## config.mk

```make
export PLATFORM = sky130hd
export DESIGN_NAME = hex_or_decimal_text_to_number_top
export DESIGN_NICKNAME = d
export VERILOG_FILES = /design/src/rtl/hndp_pkg.sv /design/src/rtl/hndp_track.sv /design/src/rtl/hex_or_decimal_text_to_number_top.sv
export SDC_FILE = /design/constraint.sdc
export NUM_CORES = 1
export LEC_CHECK = 0
export ABC_AREA = 1
export BUFFER_PORTS_ARGS = -buffer_cell sky130_fd_sc_hd__buf_2
export CELL_PAD_IN_SITES_DETAIL_PLACEMENT = 2
export CELL_PAD_IN_SITES_GLOBAL_PLACEMENT = 2
export CORE_MARGIN = 8
export CORE_UTILIZATION = 39
export CTS_CLUSTER_DIAMETER = 60
export DETAILED_ROUTE_END_ITERATION = 12
export PLACE_DENSITY = 0.92
export REMOVE_ABC_BUFFERS = 1
export SLEW_MARGIN = 20
export SYNTH_ARGS = -nofsm -noshare
export SYNTH_HDL_FRONTEND = slang
export SYNTH_HIERARCHICAL = 1
export SYNTH_SLANG_ARGS = --single-unit
```

## constraint.sdc

```tcl
create_clock -name clk -period 8.1 [get_ports clk]
set_clock_uncertainty 0.05 [all_clocks]
set_input_delay 0.405 -clock clk [delete_from_list [all_inputs] [get_ports clk]]
set_output_delay 0.405 -clock clk [all_outputs]
set_load 0.1 [all_outputs]
```

## src/rtl/hndp_pkg.sv

```systemverilog
`timescale 1ns / 1ps

package hndp_pkg;

	// character codes
	localparam logic [7:0] CHAR_ZERO   = 8'h30;
	localparam logic [7:0] CHAR_NINE   = 8'h39;
	localparam logic [7:0] CHAR_UPPER_A = 8'h41;
	localparam logic [7:0] CHAR_UPPER_F = 8'h46;
	localparam logic [7:0] CHAR_LOWER_A = 8'h61;
	localparam logic [7:0] CHAR_LOWER_F = 8'h66;
	localparam logic [7:0] CHAR_UPPER_X = 8'h58;
	localparam logic [7:0] CHAR_LOWER_X = 8'h78;
	localparam logic [7:0] CHAR_UNDER  = 8'h5F;

	// largest decimal value accepted
	localparam logic [30:0] DEC_LIMIT = 31'h7FFF_FFFF;

	// character position codes
	localparam logic [1:0] POS_FIRST  = 2'd0;
	localparam logic [1:0] POS_SECOND = 2'd1;
	localparam logic [1:0] POS_BODY   = 2'd2;

	typedef struct packed {
		logic [1:0]  char_position;
		logic        hex_alive;
		logic        hex_digit_seen;
		logic [63:0] hex_accum;
		logic        hex_overflowed;
		logic        dec_alive;
		logic        dec_digit_seen;
		logic [30:0] dec_accum;
		logic        dec_overflowed;
	} track_t;

	typedef struct packed {
		logic [63:0] number_value;
		logic        parse_ok;
	} result_t;

	localparam track_t TRACK_RESET = '{
		char_position:  POS_FIRST,
		hex_alive:      1'b1,
		hex_digit_seen: 1'b0,
		hex_accum:      64'd0,
		hex_overflowed: 1'b0,
		dec_alive:      1'b1,
		dec_digit_seen: 1'b0,
		dec_accum:      31'd0,
		dec_overflowed: 1'b0
	};

endpackage

```

## src/rtl/hndp_track.sv

```systemverilog
`timescale 1ns / 1ps

module hndp_track (
	input  hndp_pkg::track_t  cur,
	input  logic [7:0]        char_code,
	output hndp_pkg::track_t  nxt,
	output hndp_pkg::result_t res
);
	import hndp_pkg::*;

	logic        is_dec;
	logic        is_upper;
	logic        is_lower;
	logic        is_hex;
	logic        is_under;
	logic [3:0]  nibble;
	logic [3:0]  dec_digit;
	logic [34:0] dec_sum;

	// character classes
	assign is_dec   = (char_code >= CHAR_ZERO) && (char_code <= CHAR_NINE);
	assign is_upper = (char_code >= CHAR_UPPER_A) && (char_code <= CHAR_UPPER_F);
	assign is_lower = (char_code >= CHAR_LOWER_A) && (char_code <= CHAR_LOWER_F);
	assign is_hex   = is_dec || is_upper || is_lower;
	assign is_under = (char_code == CHAR_UNDER);

	always_comb begin
		if (is_dec)
			nibble = 4'(char_code - CHAR_ZERO);
		else if (is_upper)
			nibble = 4'(char_code - CHAR_UPPER_A + 8'd10);
		else
			nibble = 4'(char_code - CHAR_LOWER_A + 8'd10);
	end

	// times ten as two shifts and an add
	assign dec_digit = 4'(char_code - CHAR_ZERO);
	assign dec_sum   = {cur.dec_accum, 3'b000} + {2'b00, cur.dec_accum, 1'b0}
		+ {31'd0, dec_digit};

	// next track state
	always_comb begin
		nxt = cur;
		if (cur.hex_alive) begin
			if (cur.char_position == POS_FIRST) begin
				if (char_code != CHAR_ZERO) nxt.hex_alive = 1'b0;
			end else if (cur.char_position == POS_SECOND) begin
				if (char_code != CHAR_LOWER_X && char_code != CHAR_UPPER_X)
					nxt.hex_alive = 1'b0;
			end else if (!is_under) begin
				if (!is_hex) begin
					nxt.hex_alive = 1'b0;
				end else begin
					nxt.hex_digit_seen = 1'b1;
					if (!cur.hex_overflowed) begin
						if (cur.hex_accum[63:60] != 4'd0)
							nxt.hex_overflowed = 1'b1;
						else
							nxt.hex_accum = {cur.hex_accum[59:0], nibble};
					end
				end
			end
		end
		if (cur.dec_alive && !is_under) begin
			if (is_dec) begin
				nxt.dec_digit_seen = 1'b1;
				if (!cur.dec_overflowed) begin
					if (dec_sum > {4'd0, DEC_LIMIT})
						nxt.dec_overflowed = 1'b1;
					else
						nxt.dec_accum = dec_sum[30:0];
				end
			end else begin
				nxt.dec_alive = 1'b0;
			end
		end
		if (cur.char_position != POS_BODY)
			nxt.char_position = cur.char_position + 2'd1;
	end

	// answer from the updated tracks
	always_comb begin
		if (nxt.hex_alive && nxt.hex_digit_seen && !nxt.hex_overflowed) begin
			res.number_value = nxt.hex_accum;
			res.parse_ok     = 1'b1;
		end else if (nxt.dec_alive && nxt.dec_digit_seen && !nxt.dec_overflowed) begin
			res.number_value = {33'd0, nxt.dec_accum};
			res.parse_ok     = 1'b1;
		end else begin
			res.number_value = 64'd0;
			res.parse_ok     = 1'b0;
		end
	end

endmodule

```

## src/rtl/hex_or_decimal_text_to_number_top.sv

```systemverilog
`timescale 1ns / 1ps
// channel | dir | tdata                  | tuser       | tlast
// s_      | in  | [7:0] char_code        | -           | last_char
// m_      | out | [63:0] number_value    | [0] parse_ok| -
//
// one character word per cycle; a word is registered, then the hex and
// decimal tracks update in one pass and a result word lands in the output
// register when a last character moves on from the input stage.
// reset returns both tracks to the start of a string and empties all stages.
// input stalls only when a last character sits in the input stage while a
// result word is still waiting downstream.

module hex_or_decimal_text_to_number_top (
	input  logic        clk,
	input  logic        arst_n,
	input  logic        s_tvalid,
	output logic        s_tready,
	input  logic [7:0]  s_tdata,   // [7:0] char_code
	input  logic        s_tlast,
	output logic        m_tvalid,
	input  logic        m_tready,
	output logic [63:0] m_tdata,   // [63:0] number_value
	output logic [0:0]  m_tuser    // [0] parse_ok
);
	import hndp_pkg::*;

	logic       valid_s1;
	logic [7:0] char_s1;
	logic       last_s1;
	logic       go_s1;
	logic       load_out;
	track_t     track_q;
	track_t     track_nxt;
	result_t    res;
	result_t    out_q;
	logic       out_valid_q;

	// input stage moves on unless a result word has nowhere to go
	assign go_s1    = !last_s1 || !out_valid_q || m_tready;
	assign s_tready = !valid_s1 || go_s1;
	assign load_out = valid_s1 && last_s1 && go_s1;

	always_ff @(posedge clk or negedge arst_n) begin
		if (!arst_n) begin
			valid_s1 <= 1'b0;
			last_s1  <= 1'b0;
		end else if (s_tready) begin
			valid_s1 <= s_tvalid;
			last_s1  <= s_tlast;
		end
	end

	always_ff @(posedge clk) begin
		if (s_tready && s_tvalid) char_s1 <= s_tdata;
	end

	hndp_track u_track (
		.cur       (track_q),
		.char_code (char_s1),
		.nxt       (track_nxt),
		.res       (res)
	);

	// track state, cleared after each last character
	always_ff @(posedge clk or negedge arst_n) begin
		if (!arst_n) begin
			track_q <= TRACK_RESET;
		end else if (valid_s1 && go_s1) begin
			track_q <= last_s1 ? TRACK_RESET : track_nxt;
		end
	end

	// output register
	always_ff @(posedge clk or negedge arst_n) begin
		if (!arst_n) begin
			out_valid_q <= 1'b0;
		end else if (load_out) begin
			out_valid_q <= 1'b1;
		end else if (m_tready) begin
			out_valid_q <= 1'b0;
		end
	end

	always_ff @(posedge clk) begin
		if (load_out) out_q <= res;
	end

	assign m_tvalid   = out_valid_q;
	assign m_tdata    = out_q.number_value;
	assign m_tuser[0] = out_q.parse_ok;

endmodule

```

## After elaboration in Yosys (flattened, before gate mapping)

Cells that the tools add are included.

| storage, ports and cells | value |
|---|---|
| output and inout bits | 67 |
| input port bits | 13 |
| bits in registers | 179 |
| word-level logic and storage cells | 92 |

| cells by class | value |
|---|---|
| reductions and logical operators | 29 |
| add/subtract/negate cells | 8 |
| eq/ne operators | 6 |
| multiplexer cells | 27 |
| magnitude comparators | 7 |

Operators with widths:

| cell | count |
|---|---|
| $mux W66 | 3 |
| $mux W67 | 2 |
| $mux W65 | 2 |
| $mux W103 | 1 |
| $mux W32 | 2 |
| $mux W64 | 1 |
| $add A34 B32 Y35 | 1 |
| $add A35 B4 Y35 | 1 |
| $gt A35 B31 Y1 const B | 1 |
| $mux W34 | 1 |
| $mux W33 | 1 |
| $mux W31 | 1 |
| $ge A8 B7 Y1 const B | 2 |
| $le A8 B7 Y1 const B | 2 |
| $ne A8 B7 Y1 const B | 2 |
| $logic_and A1 B1 Y1 | 13 |
| $sub A4 B1 Y4 const B | 3 |
| $mux W1 | 10 |
| $add A4 B4 Y4 const B | 2 |
| $eq A8 B7 Y1 const B | 1 |
| $ge A8 B6 Y1 const B | 1 |
| $le A8 B6 Y1 const B | 1 |
| $mux W4 | 2 |
| $ne A8 B6 Y1 const B | 1 |
| 10 further kinds | 20 |

## Logic depth before layout (Yosys ltp)

Gate-level depths: netlist of run 1.

| depth | value |
|---|---|
| depth in word-level cells | 14 |
| mapped depth | 23 |
| gate-level depth less buffers | 22 |

## Modules after synthesis

The synthesis of run 1 kept the hierarchy.

Modules (own cells, without submodules):

| module | sequential area each (um2) | cells each | times used | area each (um2) |
|---|---|---|---|---|
| hex_or_decimal_text_to_number_top | 4847.1 | 530 | 1 | 6219.7 |
| hndp_track | 0.0 | 975 | 1 | 5014.8 |

## Worst setup path after synthesis of run 1

No wires, ideal clock.

| timing path | value |
|---|---|
| kind | reg-to-reg |
| start point | register out_valid_q (netlist: m_tvalid) |
| end point | register out_q (netlist bit m_tdata[0]) (enable) |
| data arrival time | 4096 ps |
| clock period less this slack | 4655 ps |
| setup slack | 3445 ps |
| setup time | 510 ps |
| path buffers | 0 |
| cell stages (with the launch flop) | 2 |
| data required time | 7540 ps |
| cells stage by stage | dfrtp_1 -> a21oi_1 |

| on the way | value |
|---|---|
| cells in the longest elaborated chain, start to end | 4 |

Ends and longest elaborated chain:

| item | RTL line | text |
|---|---|---|
| start: declaration | hex_or_decimal_text_to_number_top.sv:36 | `logic out_valid_q;` |
| start signal: assignment | hex_or_decimal_text_to_number_top.sv:76 | `out_valid_q <= 1'b0;` |
| start signal: assignment | hex_or_decimal_text_to_number_top.sv:78 | `out_valid_q <= 1'b1;` |
| start signal: assignment | hex_or_decimal_text_to_number_top.sv:80 | `out_valid_q <= 1'b0;` |
| $logic_not A1 Y1 | hex_or_decimal_text_to_number_top.sv:39 | `assign go_s1 = !last_s1 \|\| !out_valid_q \|\| m_tready;` |
| $logic_or A1 B1 Y1 (2 in series) | hex_or_decimal_text_to_number_top.sv:39 |  |
| $logic_and A1 B1 Y1 | hex_or_decimal_text_to_number_top.sv:41 | `assign load_out = valid_s1 && last_s1 && go_s1;` |
| net load_out | hex_or_decimal_text_to_number_top.sv:31 | `logic load_out;` |
| end signal: assignment | hex_or_decimal_text_to_number_top.sv:85 | `if (load_out) out_q <= res;` |
| end: declaration | hex_or_decimal_text_to_number_top.sv:35 | `result_t out_q;` |

The timed path passes the listed nets, and every way through them passes these cells.
A chain may end at the register's enable or synchronous reset.

==> results.md, run 1 <==
* CP dominant cell by count: nand2_1
* Critical path's top delay family: simple AND/OR/NAND/NOR gates
* Worst skew pair latency at 0.46 ns
* Clock sink count at 179
* Count of endpoints failing hold in the final timing report at 0
* # DRC at 0
* R2R cell count at 14
* Final core utilization at 43.8%
* Grt ovf at 0
* Hold path start: s_tdata[0]
* Cell Area, Synth at 11200 sq um
* Initial Util at 39.4%
* CP Capture Type: flip-flop
* Hpwl dp at 30.5 mm
* Die footprint at 34500 sq um
* First-pass GRT wire length at 74.8 mm
* Worst hold endpoint: char_s1[0]
* Number of synthesized register bits at 179
* IO buf count at 79
* Area Growth Syn to Fin at 11.2%
* Req. time, crit path at 8.25 ns
* Synth cell types at 43
* Slew @ Worst Pin at 1.08 ns
* # rows at 62
* Number of DRC markers in iteration 0 at 638
* F_max at 218 MHz
* Worst R2R End: m_tdata[19]
* Max H-tree Level at 4
* Inserted Clock Buffers at 17
* Crit Path Category: flip-flop to flip-flop
* Worst EP arrival at 4.74 ns
* Yosys warns at 6
* PD cells at 178 nW/um^2
* Drt wl/cell at 24.9 microns
* Post-CTS Resized at 0
* WHS Path Cells at 1
* Initial antenna violation count at 1
* Syn Area/Cell at 7.46 sq um
* Worst path cell trace: inv_1 -> ha_1 -> nor2_1 -> nand2_1 -> nand2_1 -> nand2_1 -> nand2_1 -> a21oi_1 -> and2_1 -> nand2_2 -> nand3_2 -> inv_2 -> nand2_1 -> nand2_1
* CTS tree: yes
* Worst path bufs/invs at 2
* # setup viols final at 0
* MaxCap Viol Count at 0
* Final GP Congestion at 0.810
* CTS Buffer Depth at 2
* Vias in the first global route at 12500
* CP max stage delay at 0.86 ns
* Worst hold path type: input port to flip-flop
* Final Net Count at 1639
* GRT Total Usage at 28.7%
* DR vias at 10900
* Commonest non-fill, non-tap cells in the layout: nand2_1, inv_1, dfrtp_1, buf_2, edfxtp_1
* Core box area at 28500 sq um
* Critical Path Source Type: flip-flop
* Die width at 186 microns
* Min Tclk post-route at 4.60 ns
* Largest cells by area after synthesis: dfrtp_1, nand2_1, edfxtp_1
* Outcome: complete, no violations
* Sequential share of the synthesized area at 43.1%
* Slew Limit Fails at 0
* Drt pass-1 iters at 5
* Period utilization at 56.7%
* RSZ-0062 raised after global routing: false
* Post-DR vias/cell at 5.56
* Leakage at 6.91 nW
* Post-synth EDFFs at 73
* I/O pins at 80
* Setup_tns at 0 ns
* Share of the synthesized area in the top cell type at 23.2%
* Largest net degree at the start of global routing at 81
* Slowest-stage cell, CP: and2_1
* Slew headroom at 28.0%
* CTS clock-pin slew for the worst setup and hold paths at 0.08 ns
* Routed WL at 48.7 mm
* Flop-to-flop setup slack at 3.50 ns
* Layout cells sized above 1 at 10.5%
* Antenna viol nets, final at 0
* Commonest non-fill, non-tap cell in the layout: nand2_1
* # diodes at 0
* Die height at 186 microns
* Max FO, Critical Path at 30
* Cell accounting for the most synthesized area: dfrtp_1
* Maximum vdd ir drop at 121 uV
* Reg2reg start: char_s1[0]
* Gate Count Post-Synth at 1505
* Post-synthesis async set-or-reset flop share at 59.2%
* CTS Root Cell: clkbuf_16
* Prevailing post-synth register cell: dfrtp_1
how the worst max path moves through the flow:
stage | endpoint | cells after the start | from
floorplan | m_tdata[0] | 1 | m_tvalid
finish | m_tdata[19] | 14 | char_s1[0]
global placement | m_tdata[28] | 16 | char_s1[0]
detailed placement | m_tdata[29] | 16 | char_s1[0]
global route | m_tdata[19] | 14 | char_s1[0]
CTS | m_tdata[19] | 16 | char_s1[0]
Yosys cell counts (4+ instances only):
| cell | number |
|---|---|
| buf_2 | 26 |
| nor2_1 | 66 |
| inv_1 | 206 |
| xnor2_1 | 17 |
| nand2_2 | 8 |
| buf_4 | 9 |
| and3_1 | 32 |
| a21oi_1 | 32 |
| ha_1 | 67 |
| clkbuf_1 | 18 |
| o21ai_0 | 66 |
| o21bai_1 | 24 |
| edfxtp_1 | 73 |
| xor2_1 | 9 |
| dfrtp_1 | 104 |
| nand4_1 | 24 |
| nor2_2 | 6 |
| nand3_1 | 31 |
| inv_2 | 5 |
| nand2_1 | 633 |
| or2_0 | 4 |
| or2_2 | 11 |
metrics by stage:
step	instance area, sq um	hold slack [ns]	worst slack [ns]	std cells	power, mW
2_1_floorplan	10900	0.0594	3.44	1448	1.27
3_3_place_gp	11900	0.403	4.15	1921	1.35
3_5_place_dp	11900	0.411	3.78	1921	1.37
4_1_cts	12500	0.0595	3.67	1954	2.24
5_1_grt	12500	0.0597	3.33	1954	2.29
6_report	12500	0.0685	3.50	1954	2.22
power by group:
part           switching [mW]  total (mW)  internal, mW
Sequential             0.0326        1.01         0.982
Combinational           0.289       0.358        0.0688
Clock                   0.443       0.852         0.409
cell families after synthesis:
group / Yosys count / share of synthesized area, %
muxes: 1 / 0.100
DFF: 179 / 43.1
adders and majority gates: 69 / 7.82
buffers and inverters: 268 / 9.76
xor gates and xnor gates: 26 / 2.03
and+or+nand+nor: 830 / 30.6
AOI/OAI and AO/OA: 132 / 6.58
final cells by class:
type	instances	area (sq um)
Timing Repair Buffer	90	483
Clock inverter	15	138
Clock buffer	17	425
Inverter	211	792
Fill cell	3383	16100
Sequential cell	179	4850
Tap cell	384	480
Multi-Input combinational cell	1058	5320
metal layers:
metal	global-route usage (%)	vias up	wire [microns]
li1	-	4804	-
met1	31.5	5560	18700
met2	53.0	354	25700
met3	4.43	137	1950
met4	14.6	2	2350
met5	0	-	13
worst reg2reg max path: stages, from the launching register on:
cell and delay (ns):
edfxtp_1 0.49, inv_1 0.16, ha_1 0.23, nor2_1 0.08, nand2_1 0.08, nand2_1 0.08
nand2_1 0.08, nand2_1 0.10, a21oi_1 0.29, and2_1 0.86, nand2_2 0.65, nand3_2 0.66
inv_2 0.30, nand2_1 0.15, nand2_1 0.08
flip-flops by register name, summed over array words and instances (netlist names):
| name | flops |
|---|---|
| last_s1 | 1 |
| char_s1 | 8 |
| m_tuser | 1 |
| m_tvalid | 1 |
| m_tdata | 64 |
| track_q | 103 |
| valid_s1 | 1 |
repair_timing:
action                                 CTS  global route
hold buffers                             1             0
buffers inserted                         0             0
endpoints found under the hold margin    8             0
(Power assumes the default switching activity.)
==> inputs of run 2 (changes only) <==
--- a/config.mk
+++ b/config.mk
@@ -5,15 +5,15 @@
 export SDC_FILE = /design/constraint.sdc
 export NUM_CORES = 1
 export LEC_CHECK = 0
-export ABC_AREA = 1
+export ABC_AREA = 0
 export BUFFER_PORTS_ARGS = -buffer_cell sky130_fd_sc_hd__buf_2
 export CELL_PAD_IN_SITES_DETAIL_PLACEMENT = 2
 export CELL_PAD_IN_SITES_GLOBAL_PLACEMENT = 2
 export CORE_MARGIN = 8
-export CORE_UTILIZATION = 39
+export CORE_UTILIZATION = 40
 export CTS_CLUSTER_DIAMETER = 60
 export DETAILED_ROUTE_END_ITERATION = 12
-export PLACE_DENSITY = 0.92
+export PLACE_DENSITY = 0.86
 export REMOVE_ABC_BUFFERS = 1
 export SLEW_MARGIN = 20
 export SYNTH_ARGS = -nofsm -noshare
==> constraint.sdc (replaced) <==
create_clock -name clk -period 4.3 [get_ports clk]
set_clock_uncertainty 0.05 [all_clocks]
set_input_delay 0.215 -clock clk [delete_from_list [all_inputs] [get_ports clk]]
set_output_delay 0.215 -clock clk [all_outputs]
set_load 0.1 [all_outputs]
==> run 2 against run 1 <==
The run now ends with setup timing left. Largest cell class unchanged. Clock power is 110% higher. Cell area rose by 25%. Combinational power up 110%. Clock-buffer cell count increased by 3. Highest routed layer unchanged. Critical path type unchanged.
==> results.md, run 2 <==
* Clock sink count at 179 (unchanged)
* Routed WL at 70.7 mm (+45%)
* CTS tree: yes
* Count of endpoints failing hold in the final timing report at 0 (unchanged)
* Area Growth Syn to Fin at 21.3%
* Core box area at 31600 sq um (+11%)
* Grt ovf at 0 (unchanged)
* Commonest non-fill, non-tap cell in the layout: nand2b_1
* Worst skew pair latency at 0.49 ns (+0.03 ns)
* Max reg flops at 103 (unchanged)
* Fin worst setup slack at -1.04 ns (-4.55 ns)
* Largest cells by area after synthesis: dfrtp_1, edfxtp_1, nand4b_1
* I/O pins at 80 (unchanged)
* Post-synth EDFFs at 73 (unchanged)
* Period utilization at 124% (+68 points)
* Cell accounting for the most synthesized area: dfrtp_1
* Number of DRC markers in iteration 0 at 1671 (+160%)
* Initial Util at 40.7% (+1.3 points)
* Share of the synthesized area in the top cell type at 20.3% (-2.9 points)
* Slew Limit Fails at 0 (unchanged)
* Largest net degree at the start of global routing at 209 (+160%)
* IO buf count at 79 (unchanged)
* Synth top cells by count: nand2_1, nand2b_1, nand3_1
* Final Net Count at 1511 (-7.8%)
* Drt wl/cell at 38.3 microns (+54%)
* Leakage at 6.91 nW (about the same)
* Req. time, crit path at 4.58 ns (-3.67 ns)
* Post-synthesis async set-or-reset flop share at 59.2% (unchanged)
* Register with the most flip-flops: track_q
* First-pass GRT wire length at 88.8 mm (+19%)
* Die footprint at 38100 sq um (+10%)
* PD cells at 284 nW/um^2 (+59%)
* # DRC at 0 (unchanged)
* Inserted Clock Buffers at 17 (unchanged)
* Max FO, Critical Path at 6 (-80%)
* Antenna viol nets, final at 0 (unchanged)
* Total design power at 4.42 mW (+98%)
* Number of synthesized register bits at 179 (unchanged)
* Slew headroom at 23.0% (-5.0 points)
* Vias in the first global route at 13500 (+7.7%)
* Final GP Congestion at 0.827 (+2.1%)
* # rows at 65 (+4.8%)
* # setup viols final at 64 (+64)
* Prevailing post-synth register cell: dfrtp_1
* Area of the multi-input gates at 7870 sq um (+48%)
* Drt pass-1 iters at 8 (+3)
* Min Tclk post-route at 5.34 ns (+0.747 ns)
* GRT Total Usage at 30.2% (+1.5 points)
* Syn Area/Cell at 9.63 sq um (+29%)
* DR vias at 13000 (+20%)
* Worst hold path type: input port to flip-flop
* Hold_ws at 0.0790 ns (+0.0105 ns)
* Worst EP arrival at 5.62 ns (+0.88 ns)
* Initial antenna violation count at 3 (+2)
* Gate Count Post-Synth at 1333 (-11%)
* Sequential share of the synthesized area at 37.7% (-5.4 points)
* Post-DR vias/cell at 7.06 (+27%)
* Commonest non-fill, non-tap cells in the layout: nand2b_1, nand2_1, nand4b_1, nand3b_1, nand3_1
* Synth cell types at 74 (+72%)
* Failing checks: setup timing
* Crit Path Category: flip-flop to flip-flop
* Die width at 195 microns (+5.1%)
* CTS Buffer Depth at 2 (unchanged)
* Yosys warns at 6 (unchanged)
* Most frequent cell after synthesis: nand2_1
* Cell Area, Synth at 12800 sq um (+14%)
* Pre-CTS setup slack at -0.230 ns (-4.01 ns)
* Max H-tree Level at 4 (unchanged)
* CTS Root Cell: clkbuf_16
* Fillers at 3178 (-6.1%)
* CP Capture Type: flip-flop
* Setup_tns at -42.18 ns (-42.18 ns)
* Maximum vdd ir drop at 423 uV (+250%)
* Slew @ Worst Pin at 1.15 ns (+0.0747 ns)
* MaxCap Viol Count at 0 (unchanged)
* Layout cells sized above 1 at 25.9% (+15 points)
* CTS clock-pin slew for the worst setup and hold paths at 0.07 ns (about the same)
* Reg area at 4870 sq um (+0.44%)
* Die height at 195 microns (+5.1%)
* Hpwl dp at 29.0 mm (-5.0%)
* F_max at 187 MHz (-14%)
* RSZ-0062 raised after global routing: true
* Outcome: complete, but fails checks
* WHS Path Cells at 3 (+2)
* Critical Path Source Type: flip-flop
* R2R cell count at 17 (+3)
[run 2: changes by cell type after synthesis, moves of 22 or more]
| cell | delta |
|---|---|
| nand2_1 | -519 |
| inv_1 | -126 |
| nand2b_1 | +113 |
| nand4b_1 | +103 |
| nand3b_1 | +102 |
| nand3_1 | +75 |
| mux2i_1 | +58 |
| o21ai_0 | -43 |
| nor2_1 | -39 |
| nor2b_1 | +39 |
| and3_1 | -30 |
| o22ai_2 | +30 |
| clkbuf_1 | +22 |
[run 2: report_power, final]
group          total [mW]  internal, mW  switching (mW)
clock                1.78         0.937           0.847
combinational       0.734         0.182           0.552
sequential           1.90          1.84          0.0630
total                4.42          2.95            1.46
[run 2: final timing paths]
path,from,endpoint,slack (ns)
setup / recovery,track_q[27],track_q[28],-1.04
hold / removal,m_tready,valid_s1,0.08
setup reg to reg,track_q[27],track_q[28],-1.04
hold reg to reg,track_q[79],track_q[79],0.51
max in group asynchronous,arst_n,track_q[29],2.80
min in group asynchronous,arst_n,track_q[5],0.32
[run 2: layout make-up]
cell class	count	share of cell area [%]
antenna	1	0.0161
clock buffer	20	2.87
clock inverter	12	0.996
inverter	80	1.93
multi-input combinational	971	50.5
sequential	179	31.3
tap	402	3.23
timing repair buffer	180	9.18
[run 2: through the flow]
step	cells	utilization [%]	instance area, sq um
2_1_floorplan	1230	-	12200
3_3_place_gp	1769	43.1	13600
3_5_place_dp	1769	43.1	13600
4_1_cts	1828	46.6	14700
5_1_grt	1844	49.4	15600
6_report	1845	49.4	15600
[run 2: critical path, cell delays in order (launching register included)]
cell and delay, ns:
dfrtp_1 0.52, ha_1 0.52, ha_2 0.49, nand2_1 0.12, nor2_1 0.60, nor2_1 0.21
nor2_2 0.25, buf_4 0.17, nor3_2 0.06, or4_4 0.52, nor4b_4 0.25, buf_6 0.21
clkbuf_16 0.20, buf_12 0.12, mux2i_4 0.29, inv_2 0.10, nand3b_1 0.33, nand3_1 0.15
[run 2: repair_timing]
action / 4_1_cts / 5_1_grt
pin swaps: 16 / 39
hold buffers: 11 / 0
endpoints found under the hold margin: 61 / 0
gates resized for setup: 58 / 123
buffers inserted: 15 / 12
gates cloned: 1 / 4
setup endpoints to repair: 63 / 63
[run 2: logic make-up (layout without fill, tap and decap cells)]
logic type | Yosys count | count (layout) | synth area share [%]
xor+xnor | 31 | 31 | 2.11
compound gates | 155 | 155 | 9.47
buf+inv | 183 | 292 | 7.55
mux | 59 | 59 | 4.61
flops | 179 | 179 | 37.7
simple gates | 657 | 657 | 31.7
fa+ha+maj | 69 | 69 | 6.84
other cells | 0 | 1 | 0
[run 2: routing by layer]
metal  vias to the layer above  share of wire (%)  track usage (%)
li1                       4958                  -                -
met1                      6699                 36             34.7
met2                       965                 47             51.7
met3                       403                8.3             6.26
met4                         4                7.9             17.6
met5                         -              0.038                0
==> inputs of run 3 (changes only) <==
--- a/config.mk
+++ b/config.mk
@@ -6,13 +6,14 @@
 export NUM_CORES = 1
 export LEC_CHECK = 0
 export ABC_AREA = 0
-export BUFFER_PORTS_ARGS = -buffer_cell sky130_fd_sc_hd__buf_2
 export CELL_PAD_IN_SITES_DETAIL_PLACEMENT = 2
 export CELL_PAD_IN_SITES_GLOBAL_PLACEMENT = 2
 export CORE_MARGIN = 8
-export CORE_UTILIZATION = 40
+export CORE_UTILIZATION = 42
 export CTS_CLUSTER_DIAMETER = 60
 export DETAILED_ROUTE_END_ITERATION = 12
+export DONT_BUFFER_PORTS = 1
+export GPL_ROUTABILITY_DRIVEN = 0
 export PLACE_DENSITY = 0.86
 export REMOVE_ABC_BUFFERS = 1
 export SLEW_MARGIN = 20
==> run 3 against run 2 <==
The run still ends with setup timing left. Final cell count fell by 4.9%. Worst hold slack improved by 0.051 ns. Cell area fell by 3.8%. Sequential power rose by 13%. Highest routed layer is now met4. Power fell by 1.9%. Critical path depth did not move. Via count fell by 7.1%.
==> results.md, run 3 (synthesis gave the netlist of run 2 again) <==
* Max reg flops at 103 (unchanged)
* Clock sink count at 179 (unchanged)
* Die width at 191 microns (-2.2%)
* Grt ovf at 0 (unchanged)
* Routed WL at 63.1 mm (-11%)
* Maximum vdd ir drop at 271 uV (-36%)
* Drt pass-1 iters at 8 (unchanged)
* Vias in the first global route at 12700 (-6.1%)
* # rows at 64 (-1.5%)
* Commonest non-fill, non-tap cells in the layout: nand2_1, nand2b_1, nand4b_1, nand3b_1, nand3_1
* WHS Path Cells at 2 (-1)
* Critical Path Source Type: flip-flop
* Worst skew pair latency at 0.48 ns (about the same)
* Antenna viol nets, final at 0 (unchanged)
* CTS Root Cell: clkbuf_16
* Worst EP arrival at 5.25 ns (-0.37 ns)
* Slew @ Worst Pin at 1.34 ns (+0.190 ns)
* Hpwl dp at 28.2 mm (-2.6%)
* RSZ-0062 raised after global routing: true
* # DRC at 0 (unchanged)
* Final instance area at 15000 sq um (-3.8%)
* Reg area at 4870 sq um (about the same)
* Setup_tns at -35.55 ns (+6.63 ns)
* Reg2reg start: track_q[2]
* Drt wl/cell at 36.0 microns (-6.2%)
* Pre-CTS setup slack at -0.274 ns (-0.0438 ns)
* First-pass GRT wire length at 82.9 mm (-6.6%)
* Max H-tree Level at 4 (unchanged)
* GRT Total Usage at 29.9% (-0.34 points)
* Fillers at 3004 (-5.5%)
* Period utilization at 116% (-8.7 points)
* Slew Limit Fails at 0 (unchanged)
* Commonest non-fill, non-tap cell in the layout: nand2_1
* Critical path's top delay family: simple AND/OR/NAND/NOR gates
* Post-DR vias/cell at 6.90 (-2.2%)
* Layout cells sized above 1 at 20.6% (-5.2 points)
* CP Capture Type: flip-flop
* Initial Util at 42.3% (+1.6 points)
* CTS tree: yes
* CTS clock-pin slew for the worst setup and hold paths at 0.09 ns (+0.02 ns)
* Slowest-stage cell, CP: or4_4
* Worst hold endpoint: track_q[100]
* CP max stage delay at 0.54 ns (-0.06 ns)
* Initial antenna violation count at 1 (-2)
* Worst path bufs/invs at 4 (-1)
* Worst path cell trace: ha_1 -> ha_2 -> inv_1 -> fa_2 -> nand2b_4 -> a21oi_2 -> o2111ai_2 -> a21boi_2 -> nor3_1 -> or4_4 -> nor4b_4 -> buf_4 -> buf_12 -> mux2i_4 -> inv_2 -> nand3b_1 -> nand3_2
* Req. time, crit path at 4.58 ns (about the same)
* # setup viols final at 64 (unchanged)
* Outcome: complete, but fails checks
* Die height at 191 microns (-2.2%)
* Worst hold path type: input port to flip-flop
* PD cells at 289 nW/um^2 (+1.9%)
* Die footprint at 36400 sq um (-4.4%)
* R2R cell count at 17 (unchanged)
* Fin worst setup slack at -0.668 ns (+0.374 ns)
* F_max at 201 MHz (+7.5%)
* Min Tclk post-route at 4.97 ns (-0.374 ns)
* Largest net degree at the start of global routing at 150 (-28%)
* Count of endpoints failing hold in the final timing report at 0 (unchanged)
* Inserted Clock Buffers at 17 (unchanged)
* Leakage at 6.54 nW (-5.3%)
* CTS Buffer Depth at 2 (unchanged)
* DR vias at 12100 (-7.1%)
* MaxCap Viol Count at 0 (unchanged)
* Worst R2R End: track_q[24]
* Number of DRC markers in iteration 0 at 1381 (-17%)
* Register with the most flip-flops: track_q
* Hold path start: m_tready
* Area of the multi-input gates at 7720 sq um (-1.9%)
* Area Growth Syn to Fin at 16.7%
* IO buf count at 0 (-100%)
* Failing checks: setup timing
* Flop-to-flop setup slack at -0.67 ns (+0.37 ns)
* Core box area at 30300 sq um (-3.8%)
* Max FO, Critical Path at 7 (+1)
* Final Net Count at 1426 (-5.6%)
* Slew headroom at 9.42% (-14 points)
* I/O pins at 80 (unchanged)
* Hold_ws at 0.130 ns (+0.0513 ns)
* Placed cell area at 13100 sq um (-3.4%)
* Crit Path Category: flip-flop to flip-flop
==> run 3: changes by cell type in the layout (fill, tap and decap cells not counted), moves of 5 or more <==
cell     delta
buf_4      -12
buf_12      -5
o22ai_2     +7
ha_4        -7
ha_1        +9
o22ai_4     -6
buf_2      -78
buf_6       +5
==> run 3: layout make-up <==
| class | count | share of cell area [%] |
|---|---|---|
| Multi-Input combinational cell | 971 | 51.5 |
| Sequential cell | 179 | 32.5 |
| Timing Repair Buffer | 95 | 6.66 |
| Tap cell | 396 | 3.30 |
| Clock buffer | 18 | 2.93 |
| Inverter | 80 | 2.02 |
| Clock inverter | 14 | 1.09 |
| Antenna cell | 1 | 0.0167 |
==> run 3: how the worst max path moves through the flow <==
stage                           from     endpoint  slack [ns]  depth (start not counted)
after floorplan           char_s1[0]  track_q[39]       -2.60                         11
after global placement    track_q[1]  m_tdata[19]       0.001                         14
final                     track_q[2]  track_q[24]       -0.67                         17
after global routing      track_q[2]   track_q[5]       -0.66                         17
after detailed placement  track_q[1]  m_tdata[19]       -0.27                         14
after CTS                 char_s1[3]   m_tdata[7]       -0.05                         16
==> run 3: layer usage <==
metal | global-route usage (%) | part of all wire, %
met3 | 5.96 | 7.5
met4 | 19.2 | 7.0
met5 | 0 | 0
met1 | 34.5 | 38
met2 | 50.0 | 48
==> run 3: report_power, final <==
group | internal, mW | switching, mW
Sequential | 1.84 | 0.306
Clock | 0.849 | 0.886
Combinational | 0.160 | 0.295
==> run 3: what timing repair did <==
action / in CTS / in global routing
pin swaps: 15 / 24
cloned: 3 / 4
setup endpoints to repair: 62 / 64
setup buffers: 8 / 12
gates resized for setup: 35 / 138
hold buffers: 14 / 1
hold endpoints to repair: 216 / 1
==> run 3: through the flow <==
step | cells | utilization, % | power, mW
2_1_floorplan | 1230 | - | 2.35
3_3_place_gp | 1679 | 43.3 | 2.46
3_5_place_dp | 1679 | 43.3 | 2.48
4_1_cts | 1736 | 46.7 | 4.23
5_1_grt | 1753 | 49.4 | 4.42
6_report | 1754 | 49.4 | 4.33
